File: config.mk
export PLATFORM = sky130hd
export DESIGN_NAME = cic_ctrl
export DESIGN_NICKNAME = d
export VERILOG_FILES = /design/src/design/cic_pkg.sv /design/src/design/cic_ctrl.sv
export SDC_FILE = /design/constraint.sdc
export NUM_CORES = 1
export LEC_CHECK = 0
export ABC_AREA = 1
export BUFFER_PORTS_ARGS = -buffer_cell sky130_fd_sc_hd__buf_2
export CAP_MARGIN = 20
export CORE_MARGIN = 1
export CORE_UTILIZATION = 52
export CTS_CLUSTER_SIZE = 24
export DETAILED_ROUTE_END_ITERATION = 10
export GPL_ROUTABILITY_DRIVEN = 0
export PLACE_DENSITY = 0.87
export RECOVER_POWER = 50
export SYNTH_ARGS = -nofsm -noshare
export SYNTH_HDL_FRONTEND = slang
export SYNTH_SLANG_ARGS = --single-unit
File: constraint.sdc
create_clock -name clk -period 1.7 [get_ports clk]
set_input_delay 0.255 -clock clk [delete_from_list [all_inputs] [get_ports clk]]
set_output_delay 0.255 -clock clk [all_outputs]
set_load 0.005 [all_outputs]
File: src/design/cic_pkg.sv
// Shared types, grid geometry and codes for the cloud-in-cell deposit block.
// Depends on nothing; every other design file imports it.
`default_nettype none

package cic_pkg;

  // Grid geometry (nodes per axis)
  localparam int unsigned GRID_NX    = 16;
  localparam int unsigned GRID_NY    = 16;
  localparam int unsigned GRID_NZ    = 16;
  localparam int unsigned GRID_NODES = GRID_NX * GRID_NY * GRID_NZ;
  localparam int unsigned NODE_AW    = $clog2(GRID_NODES);
  localparam int unsigned IX_W       = $clog2(GRID_NX);
  localparam int unsigned IY_W       = $clog2(GRID_NY);
  localparam int unsigned IZ_W       = $clog2(GRID_NZ);
  localparam int unsigned STRIDE_X   = GRID_NY * GRID_NZ;
  localparam int unsigned STRIDE_Y   = GRID_NZ;

  // Eight corners of a cloud
  localparam int unsigned N_CORNERS  = 8;
  localparam int unsigned CORNER_W   = $clog2(N_CORNERS);

  // Fixed-point constants
  localparam logic [16:0] ONE_Q16    = 17'h10000;
  localparam logic [23:0] CFG_RESET  = 24'h010000;

  // Configuration register indexes
  localparam int unsigned CFG_IW     = 2;
  localparam logic [CFG_IW-1:0] CFG_INV_CELL_X = 2'd0;
  localparam logic [CFG_IW-1:0] CFG_INV_CELL_Y = 2'd1;
  localparam logic [CFG_IW-1:0] CFG_INV_CELL_Z = 2'd2;
  localparam logic [CFG_IW-1:0] CFG_INV_VOLUME = 2'd3;

  // Actions
  localparam logic ACT_DEPOSIT    = 1'b0;
  localparam logic ACT_READ_CLEAR = 1'b1;

  // Result status codes
  localparam logic [1:0] ST_OK  = 2'd0;
  localparam logic [1:0] ST_OOB = 2'd1;
  localparam logic [1:0] ST_SAT = 2'd2;

  typedef struct packed {
    logic        action;
    logic [31:0] pos_x;
    logic [31:0] pos_y;
    logic [31:0] pos_z;
    logic [15:0] weight;
    logic [11:0] node_address;
  } in_item_t;

  typedef struct packed {
    logic [31:0] node_value;
    logic [1:0]  status;
  } out_item_t;

  // Controller to datapath commands
  typedef struct packed {
    logic                load_in;
    logic                scale;
    logic                check;
    logic                issue;
    logic [CORNER_W-1:0] corner;
    logic                rd_issue;
    logic                rd_wb;
    logic                clr_en;
    logic                out_load;
  } dp_cmd_t;

  // Datapath to controller status
  typedef struct packed {
    logic oob;
    logic busy;
    logic clr_last;
  } dp_stat_t;

endpackage

`default_nettype wire

File: src/design/cic_ctrl.sv
// Controller FSM for the deposit block: sequences clear pass, scaling,
// corner issue, read/clear and result hand-off. Depends on cic_pkg.
`default_nettype none

module cic_ctrl import cic_pkg::*; (
  input  wire logic     clk,
  input  wire logic     rst_n,
  input  wire logic     in_valid,
  input  wire logic     in_action,
  output logic          in_ready,
  output logic          out_valid,
  input  wire logic     out_ready,
  input  wire dp_stat_t stat,
  output dp_cmd_t       cmd
);

  typedef enum logic [8:0] {
    S_CLEAR = 9'b000000001,
    S_IDLE  = 9'b000000010,
    S_SCALE = 9'b000000100,
    S_CHECK = 9'b000001000,
    S_RUN   = 9'b000010000,
    S_DRAIN = 9'b000100000,
    S_READ  = 9'b001000000,
    S_RDWB  = 9'b010000000,
    S_DONE  = 9'b100000000
  } state_t;

  state_t              state_r, state_nxt;
  logic [CORNER_W-1:0] cnt_r, cnt_nxt;
  logic                out_valid_r, out_valid_nxt;

  // Next-state and command decode
  always_comb begin
    state_nxt = state_r;
    cnt_nxt   = cnt_r;
    in_ready  = 1'b0;
    cmd       = '0;
    unique case (state_r)
      S_CLEAR: begin
        cmd.clr_en = 1'b1;
        if (stat.clr_last) state_nxt = S_IDLE;
      end
      S_IDLE: begin
        in_ready = 1'b1;
        if (in_valid) begin
          cmd.load_in = 1'b1;
          state_nxt   = (in_action == ACT_READ_CLEAR) ? S_READ : S_SCALE;
        end
      end
      S_SCALE: begin
        cmd.scale = 1'b1;
        state_nxt = S_CHECK;
      end
      S_CHECK: begin
        cmd.check = 1'b1;
        cnt_nxt   = '0;
        state_nxt = stat.oob ? S_DONE : S_RUN;
      end
      S_RUN: begin
        cmd.issue  = 1'b1;
        cmd.corner = cnt_r;
        cnt_nxt    = cnt_r + 1'b1;
        if (cnt_r == CORNER_W'(N_CORNERS - 1)) state_nxt = S_DRAIN;
      end
      S_DRAIN: begin
        if (!stat.busy) state_nxt = S_DONE;
      end
      S_READ: begin
        cmd.rd_issue = 1'b1;
        state_nxt    = S_RDWB;
      end
      S_RDWB: begin
        cmd.rd_wb = 1'b1;
        state_nxt = S_DONE;
      end
      S_DONE: begin
        // output slot free or being emptied this cycle
        if (!out_valid_r || out_ready) begin
          cmd.out_load = 1'b1;
          state_nxt    = S_IDLE;
        end
      end
      default: state_nxt = S_CLEAR;
    endcase
  end

  // Output valid flag
  always_comb begin
    out_valid_nxt = out_valid_r;
    if (cmd.out_load)   out_valid_nxt = 1'b1;
    else if (out_ready) out_valid_nxt = 1'b0;
  end

  always_ff @(posedge clk) begin
    if (!rst_n) begin
      state_r     <= S_CLEAR;
      cnt_r       <= '0;
      out_valid_r <= 1'b0;
    end else begin
      state_r     <= state_nxt;
      cnt_r       <= cnt_nxt;
      out_valid_r <= out_valid_nxt;
    end
  end

  assign out_valid = out_valid_r;

endmodule

`default_nettype wire

==> results by group, run 1 <==
Global route
  • Met1 Usage GRT: 34.77%
  • GRT Overall Usage: 26.52%
  • Vias in the first global route: 886
  • Met2 GRT Util: between 40% and 50%
  • GR Util met3: 5.417%
  • Largest net degree at the start of global routing: 10
  • Initial antenna violation count: 0
  • First-pass GRT wire length: around 3800 um
  • GRT overflow: 0
  • Grt peak-use layer: met2

Timing
  • Max Clk Rate: 598.2 MHz
  • Hold WS: 247.9 ps
  • Fin crit share: 98.34%
  • Final setup viols: 0
  • Hold Violations, Final: 0
  • Worst slew pin tran: 304.0 ps
  • Slew Limit Fails: 0
  • Final Skew: between 7 and 8 ps
  • Tmin final: roughly 1700 ps
  • Worst rel slew slack: between 70% and 80%

Clock tree
  • Worst-path clk slew: 90 ps
  • # hold bufs at CTS: 0
  • TritonCTS buffer count: 3
  • Root buffer cell: clkbuf_4
  • TritonCTS clock tree: yes
  • # H-tree levels: 1
  • Clock sinks: 13
  • Worst skew pair latency: 280 ps
  • Worst-case clock buffer depth: 2

Worst setup path
  • Most used cell, CP: nand2_1
  • Slowest stage delay, CP: 350 ps
  • Slowest CP cell: dfxtp_1
  • Crit Path Class: flip-flop to output pin
  • CP Capture Type: output pin
  • Worst path required time: 1440 ps
  • CP Cell Sequence: nor2_4, nand2_1, nor2_2, nand2_1, nor2_1, buf_2
  • CP max FO: 4
  • Worst endpoint data arrival time: 1420 ps
  • CP Launch Type: flip-flop

Routing
  • DR vias/cell: roughly 5.5
  • Via count: 1009
  • Post-route DRC: 1
  • 1st-iter DRT viols: 34
  • ANT nets after route: 0
  • Final WL: ~2400 um
  • WL per Instance: roughly 13 um
  • Drt pass-1 iters: 7

Floorplanning
  • DIE WIDTH: 44.00 um
  • Initial Util: roughly three fifths
  • IO Count: 21
  • Core region area: 1577 um2
  • Rows: 14
  • Die area: 1936 um2
  • Die Ht: 44.00 um

Run status
  • Status: finished, violations left
  • Failing checks: DRC

Yosys
  • Yosys reg bits: 13
  • Seq/Total Area, Yosys: 28.38%
  • Yosys top cell area share: 28.38%
  • Mapped Area: 917.1 um2
  • Cells after Synth: roughly 140
  • Yosys cell types: 23
  • Yosys warns: 0
  • Syn_area_per_cell: 6.413 um2
  • Synth Net Count: 153
  • Yosys top cell by area: dfxtp_1
  • Synth area leaders: dfxtp_1 (28%), inv_1 (12%), nor2_1 (9.8%)

Pwr
  • VDD IR max: 0.7492 mV
  • Pwr dens: 1003 nW/um2
  • Pleak: 0.6294 nW

Layout
  • Total Nets Final: 179
  • Fillers: 131
  • Final Core Density: around 70%
  • Layout cells sized above 1: 29.76%
  • N_diodes: 0
  • Layout area overhead: 19.37%

Worst hold path
  • HP Class: primary input to flip-flop

Run
  • MaxCap Viol Count: 0

Placed design
  • DP HPWL: ~1800 um
  • IO buf count: 20
[flip-flops by register name, summed over array words and instances, names as in the netlist]
| name | flops |
|---|---|
| state_r | 9 |
| cnt_r | 3 |
| out_valid | 1 |
[Yosys cell counts (all sizes together)]
master and instances:
a21oi 5, ha 2, inv 32, nor3 5, or2 1, dfxtp 13, o211ai 1, o21ai 1
nor2 32, nand3 11, nand4 9, nand2 27, buf 2, nand3b 2
[worst max-delay path, delay by kind of cell (launching register included)]
kind | cells | cell delay (ps)
buffers and inverters | 1 | 130
flip-flops | 1 | 350
AND/OR/NAND/NOR | 5 | 660
[power breakdown]
part | switching, mW | leakage (nW) | internal, mW
Sequential | 0.0416 | 0.105 | 0.337
Combinational | 0.339 | 0.509 | 0.185
Clock | 0.105 | 0.0150 | 0.0908
Total | 0.486 | 0.629 | 0.613
[layout by cell type, fill, tap and decap left out, types with 2 or more instances in the layout]
master,instances
nand4_1,9
nand3_1,9
nor2_4,7
nor2_2,3
a21oi_1,5
dfxtp_1,13
nor3_1,5
clkbuf_4,3
buf_2,20
nor2_1,22
nand2_2,5
inv_1,27
ha_1,2
nand2_1,21
buf_4,3
inv_2,4
[cells by family after synthesis]
group,Yosys count,synth area share [%]
simple gates,87,49.39
buf+inv,34,15.42
flops,13,28.38
compound gates,7,4.092
fa+ha+maj,2,2.728
[worst paths after layout]
kind,slack [ps],end,depth (start not counted),start
setup / recovery,30,cmd[0],6,state_r[1]
hold reg to reg,500,cnt_r[2],2,cnt_r[2]
hold / removal,250,state_r[2],4,in_action
setup reg to reg,230,state_r[5],9,cnt_r[0]
[final cells by class]
class                           instances  area (um2)  share of cell area (%)
Timing Repair Buffer                   23       122.6                   11.20
Inverter                               32       122.6                   11.20
Tap cell                               16       20.02                   1.829
Clock buffer                            4       26.28                   2.400
Sequential cell                        13       260.3                   23.77
Multi-Input combinational cell         96       543.0                   49.60
[metal layers]
metal | routed length (um) | part of all wire, %
met3 | 189 | 8.0
met1 | 980 | 41
met2 | 1149 | 48
met5 | 0 | 0
met4 | 54 | 2.3
[through the flow]
step | setup WS [ps] | cells | area, um2 | power (mW) | TNS [ps]
floorplan | 413.9 | 143 | 917.1 | 0.7479 | 0
global placement | 325.2 | 177 | 1018 | 0.8419 | 0
detailed placement | 264.5 | 177 | 1018 | 0.8592 | 0
CTS | 14.26 | 181 | 1045 | 1.051 | 0
global route | -16.69 | 184 | 1095 | 1.176 | -33.34
finish | 28.25 | 184 | 1095 | 1.098 | 0
[what timing repair did]
item	CTS	global route
hold endpoints to repair	0	0
buffers inserted	0	3
endpoints found under the setup margin	0	12
gates resized for setup	0	9
(Power assumes the default switching activity.)
==> run 2, diff against run 1 <==
Settings changed: CORE_MARGIN 1 to 2, GPL_TIMING_DRIVEN set to 0.
==> results by group, run 2 (same netlist as run 1, synthesis figures left out) <==
Worst setup path
  • Beginning of the worst register-to-register path: state_r[4] (was cnt_r[0])
  • Crit Path Class: flip-flop to output pin (unchanged)
  • R2R Path End: state_r[8] (was state_r[5])
  • Slowest CP cell: dfxtp_4 (was dfxtp_1)
  • CP Cell Sequence: nor2_4, nand2_2, nor2_4, nand2_2, inv_2, buf_2 (was nor2_4, nand2_1, nor2_2, nand2_1, nor2_1, buf_2)
  • Worst path required time: 1440 ps (about the same)
  • Delay-heaviest family, CP: simple AND/OR/NAND/NOR gates (unchanged)
  • Worst reg2reg path depth: 9 (unchanged)
  • CP Capture Type: output pin (unchanged)
  • CP max FO: 5 (was 4)
  • Slowest stage delay, CP: 370 ps (was 350 ps)
  • Worst endpoint data arrival time: 1400 ps (was 1420 ps)
  • CP Launch Type: flip-flop (unchanged)
  • Crit path launch: state_r[0] (was state_r[1])
  • Setup slack, reg-to-reg: 250 ps (was 230 ps)
  • Worst Path Buf+Inv: 2 (was 1)

Clock tree
  • Worst-case clock buffer depth: 2 (unchanged)
  • Root buffer cell: clkbuf_4 (unchanged)
  • TritonCTS clock tree: yes (unchanged)
  • Worst-path clk slew: 80 ps (was 90 ps)
  • Worst skew pair latency: 280 ps (about the same)
  • Clock sinks: 13 (unchanged)
  • # H-tree levels: 1 (unchanged)
  • TritonCTS buffer count: 3 (unchanged)

Worst hold path
  • HP Class: primary input to flip-flop (unchanged)
  • Hold path endpoint: state_r[0] (was state_r[2])
  • Hold depth: 2 (was 4)
  • Min-delay src: rst_n (was in_action)

Floorplanning
  • Die Ht: 46.00 um (was 44.00 um)
  • Core region area: 1689 um2 (was 1577 um2)
  • Rows: 15 (was 14)
  • Die area: 2116 um2 (was 1936 um2)
  • IO Count: 21 (unchanged)
  • Initial Util: 54.30% (was 58.17%)
  • DIE WIDTH: 46.00 um (was 44.00 um)

Global route
  • Initial antenna violation count: 0 (unchanged)
  • GRT Overall Usage: 23.67% (was 26.52%)
  • Largest net degree at the start of global routing: 10 (unchanged)
  • GRT overflow: 0 (unchanged)
  • First-pass GRT wire length: 3546 um (was 3808 um)
  • Vias in the first global route: 900 (was 886)

Layout
  • Layout cells sized above 1: 33.91% (was 29.76%)
  • Commonest non-fill, non-tap cell in the layout: inv_1 (unchanged)
  • Final Core Density: 68.15% (was 69.44%)
  • Layout area overhead: 25.51% (was 19.37%)
  • Total Nets Final: 185 (was 179)
  • N_diodes: 0 (unchanged)
  • Number of flip-flops in the largest register: 9 (unchanged)
  • Most frequent cells in the layout: inv_1 (28), nor2_1 (21), nand2_1 (20), buf_2 (18), dfxtp_1 (11) (was inv_1 (27), nor2_1 (22), nand2_1 (21), buf_2 (20), dfxtp_1 (13))
  • Biggest register: state_r (unchanged)

Routing
  • 1st-iter DRT viols: 45 (was 34)
  • Drt pass-1 iters: 4 (was 7)
  • ANT nets after route: 0 (unchanged)
  • Final WL: 2345 um (was 2373 um)
  • Post-route DRC: 0 (was 1)
  • Via count: 1013 (was 1009)
  • DR vias/cell: 5.304 (was 5.484)
  • WL per Instance: 12.28 um (was 12.90 um)

Timing
  • Max Clk Rate: 605.3 MHz (was 598.2 MHz)
  • Hold Violations, Final: 0 (unchanged)
  • Worst slew pin tran: 314.3 ps (was 304.0 ps)
  • Slew Limit Fails: 0 (unchanged)
  • Fin crit share: 97.18% (was 98.34%)
  • Final setup viols: 0 (unchanged)
  • Tmin final: 1652 ps (was 1672 ps)
  • Post-Route Setup TNS: 0 ps (unchanged)
  • RSZ-0062 raised after global routing: true
  • Worst rel slew slack: 78.89% (was 79.58%)
  • Hold WS: 194.3 ps (was 247.9 ps)
  • Setup ws final: 47.98 ps (was 28.25 ps)
  • Final Skew: 1.231 ps (was 7.517 ps)

Placed design
  • Dpl ws: 274.3 ps (was 264.5 ps)
  • IO buf count: 19 (was 20)
  • DP HPWL: 1695 um (was 1759 um)

Run status
  • Status: finished, final reports clean (was finished, violations left)

Pwr
  • VDD IR max: 0.5285 mV (was 0.7492 mV)
  • Power, Total: 1.161 mW (was 1.098 mW)
  • Pwr dens: 1008 nW/um2 (was 1003 nW/um2)
  • Pleak: 0.6504 nW (was 0.6294 nW)

Run
  • MaxCap Viol Count: 0 (unchanged)
==> run 2: what timing repair did <==
item | in CTS | in global routing
resized for setup | 2 | 10
pin swaps | 1 | 8
hold buffers | 0 | 0
setup buffers | 0 | 9
endpoints found under the setup margin | 1 | 10
==> run 2: how the worst max path moves through the flow <==
| stage | endpoint | depth (start not counted) |
|---|---|---|
| 3_5_place_dp | cmd[0] | 7 |
| 6_report | cmd[7] | 6 |
| 2_1_floorplan | state_r[5] | 9 |
| 4_1_cts | cmd[0] | 7 |
| 3_3_place_gp | cmd[0] | 7 |
| 5_1_grt | cmd[10] | 6 |
==> run 2: power breakdown <==
| part | internal (mW) | switching, mW |
|---|---|---|
| logic | 0.228 | 0.350 |
| registers | 0.344 | 0.0452 |
| clock network | 0.0911 | 0.103 |
| total | 0.662 | 0.498 |
==> run 2: worst register-to-register path: stages (launching register included) <==
cell,delay [ps]
dfxtp_1,400
nor2_4,70
nand2_2,100
inv_4,70
buf_4,140
nand3_2,80
nand2_1,90
nor2_4,170
nand3_1,100
a21oi_1,160
==> run 2: final cells by class <==
cell class / instances / area (um2)
Buffer: 1 / 11.26
Clock buffer: 4 / 26.28
Fill cell: 153 / 538.0
Inverter: 32 / 122.6
Multi-Input combinational cell: 96 / 543.0
Sequential cell: 13 / 265.3
Tap cell: 17 / 21.27
Timing Repair Buffer: 28 / 161.4
==> run 2: per-stage QoR <==
step	instance area, um2	cells
detailed placement	1033	179
global route	1151	191
CTS	1067	183
global placement	1033	179
floorplan	917.1	143
finish	1151	191
==> run 2: layer usage <==
metal	up-vias	global-route usage [%]	wire, um
met3	12	3.968	126
met2	36	35.28	1098
li1	514	-	-
met5	-	0	0
met1	451	30.24	1016
met4	0	17.14	102
==> run 3, diff against run 2 <==
Settings changed: CORE_UTILIZATION 52 to 56, PLACE_DENSITY 0.87 to 0.92.
Clock period 1.7 ns to 2.1 ns, I/O delays scaled along.
==> results by group, run 3 (same netlist as run 1, synthesis figures left out) <==
Global route
  • Largest net degree at the start of global routing: 10 (unchanged)
  • GRT overflow: 0 (unchanged)
  • Initial antenna violation count: 0 (unchanged)
  • First-pass GRT wire length: 3643 um (was 3546 um)
  • Vias in the first global route: 830 (was 900)
  • GRT Overall Usage: 25.13% (was 23.67%)

Worst setup path
  • CP Capture Type: output pin (unchanged)
  • Slowest stage delay, CP: 330 ps (was 370 ps)
  • CP Cell Sequence: nor2_1, nand2_2, inv_4, nand2_1, nor2_1, buf_4, buf_2 (was nor2_4, nand2_2, nor2_4, nand2_2, inv_2, buf_2)
  • Worst endpoint data arrival time: 1600 ps (was 1400 ps)
  • Slowest CP cell: dfxtp_1 (was dfxtp_4)
  • CP max FO: 6 (was 5)
  • Crit Path Class: flip-flop to output pin (unchanged)
  • Setup slack, reg-to-reg: 510 ps (was 250 ps)
  • Beginning of the worst register-to-register path: state_r[3] (was state_r[4])
  • R2R Path End: state_r[5] (was state_r[8])
  • Worst path required time: 1780 ps (was 1440 ps)
  • Most used cell, CP: nor2_1
  • CP Launch Type: flip-flop (unchanged)
  • Worst reg2reg path depth: 10 (was 9)

Layout
  • Total Nets Final: 177 (was 185)
  • Final Non-Filler Cells: 182 (was 191)
  • Reg area: 260.3 um2 (was 265.3 um2)
  • Number of flip-flops in the largest register: 9 (unchanged)
  • Commonest non-fill, non-tap cell in the layout: inv_1 (unchanged)
  • Multi-input gate area: 498.0 um2 (was 543.0 um2)
  • Fillers: 137 (was 153)
  • N_diodes: 0 (unchanged)
  • Final Core Density: 68.23% (was 68.15%)
  • Most frequent cells in the layout: inv_1 (29), nor2_1 (28), nand2_1 (23), buf_2 (18), dfxtp_1 (13) (was inv_1 (28), nor2_1 (21), nand2_1 (20), buf_2 (18), dfxtp_1 (11))
  • Biggest register: state_r (unchanged)
  • Layout cells sized above 1: 22.29% (was 33.91%)
  • Layout area overhead: 13.37% (was 25.51%)

Timing
  • Max Clk Rate: 523.1 MHz
  • Final setup viols: 0 (unchanged)
  • Hold Violations, Final: 0 (unchanged)
  • RSZ-0062 raised after global routing: false (was true)
  • Worst slew pin tran: 447.0 ps (was 314.3 ps)
  • Slew Limit Fails: 0 (unchanged)
  • Post-Route Setup TNS: 0 ps (unchanged)
  • Final Skew: 3.454 ps (was 1.231 ps)
  • Worst rel slew slack: 70.09% (was 78.89%)
  • Setup ws final: 188.3 ps (was 47.98 ps)
  • Tmin final: around 1900 ps
  • Fin crit share: 91.04%

Placed design
  • IO buf count: 19 (unchanged)
  • DP HPWL: 1715 um (was 1695 um)
  • Dpl ws: 591.2 ps (was 274.3 ps)
  • Dpl cells: 178 (was 179)

Clock tree
  • TritonCTS buffer count: 3 (unchanged)
  • TritonCTS clock tree: yes (unchanged)
  • # hold bufs at CTS: 0 (unchanged)
  • Post-CTS sizing: 0 (was 2)
  • Postcts setup bufs: 0 (unchanged)
  • Clock sinks: 13 (unchanged)
  • Worst-case clock buffer depth: 2 (unchanged)
  • # H-tree levels: 1 (unchanged)
  • Worst skew pair latency: 280 ps (about the same)
  • Worst-path clk slew: 80 ps (about the same)
  • Root buffer cell: clkbuf_4 (unchanged)

Routing
  • ANT nets after route: 0 (unchanged)
  • WL per Instance: 12.15 um (was 12.28 um)
  • DR vias/cell: 5.418 (was 5.304)
  • 1st-iter DRT viols: 58 (was 45)
  • Drt pass-1 iters: 4 (unchanged)
  • Post-route DRC: 0 (unchanged)
  • Final WL: 2211 um (was 2345 um)
  • Via count: 986 (was 1013)

Pwr
  • Pwr dens: 815.7 nW/um2 (was 1008 nW/um2)
  • VDD IR max: 0.4611 mV (was 0.5285 mV)
  • Pleak: 0.6082 nW (was 0.6504 nW)

Floorplanning
  • Rows: 14 (was 15)
  • Initial Util: 60.18% (was 54.30%)
  • Die Ht: 44.47 um (was 46.00 um)
  • Core region area: 1524 um2 (was 1689 um2)
  • Die area: 1978 um2 (was 2116 um2)
  • DIE WIDTH: 44.47 um (was 46.00 um)
  • IO Count: 21 (unchanged)

Worst hold path
  • HP Class: primary input to flip-flop (unchanged)
  • Min-delay src: rst_n (unchanged)
  • Hold depth: 2 (unchanged)
  • Hold path endpoint: state_r[0] (unchanged)

Run
  • MaxCap Viol Count: 0 (unchanged)

Run status
  • Status: finished, final reports clean (unchanged)
## run 3: changes by cell type in the layout (fill, tap and decap cells not counted), moves of 2 or more
cell	change
nand2_1	+3
buf_4	-8
nand2_2	-3
nor2_4	-3
nor2_1	+7
dfxtp_1	+2
nor2_2	-4
## run 3: area by class of cell
| cell class | count | share of cell area, % |
|---|---|---|
| Clock buffer | 4 | 2.527 |
| Inverter | 32 | 11.79 |
| Sequential cell | 13 | 25.03 |
| Buffer | 2 | 1.805 |
| Multi-Input combinational cell | 96 | 47.89 |
| Timing Repair Buffer | 19 | 9.025 |
| Tap cell | 16 | 1.925 |
## run 3: routing by layer
layer  vias to the layer above  part of all wire, %  wire length (um)  track usage [%]
met1                       430                   39               871            33.00
met4                         0                  2.5                55            13.33
met3                         9                  8.6               191            4.490
met5                         -                    0                 0                0
li1                        491                    -                 -                -
met2                        56                   49              1092            38.84
## run 3: worst max path at each step
stage / from / end / slack [ps]
4_1_cts: state_r[4] / cmd[0] / 280
5_1_grt: state_r[5] / cmd[0] / 80
3_3_place_gp: state_r[4] / cmd[0] / 650
6_report: state_r[4] / cmd[0] / 190
2_1_floorplan: cnt_r[0] / state_r[5] / 810
3_5_place_dp: state_r[4] / cmd[0] / 590
## run 3: per-stage QoR
step | cell area (um2) | hold WS (ps) | power [mW]
after floorplan | 917.1 | 447.3 | 0.6054
after global routing | 1040 | 264.2 | 0.9074
final | 1040 | 242.5 | 0.8481
after detailed placement | 1032 | 479.3 | 0.7052
after CTS | 1059 | 242.3 | 0.8645
after global placement | 1032 | 467.2 | 0.6795
## run 3: power by group
part / switching, mW / internal [mW]
Sequential: 0.0313 / 0.273
Clock: 0.0882 / 0.0738
Combinational: 0.256 / 0.126
Total: 0.376 / 0.472
## run 3: worst max-delay path, delay by kind of cell, from the launching register on
kind / cells / cell delay (ps)
AND/OR/NAND/NOR: 4 / 630
flip-flops: 1 / 330
buffers and inverters: 3 / 330
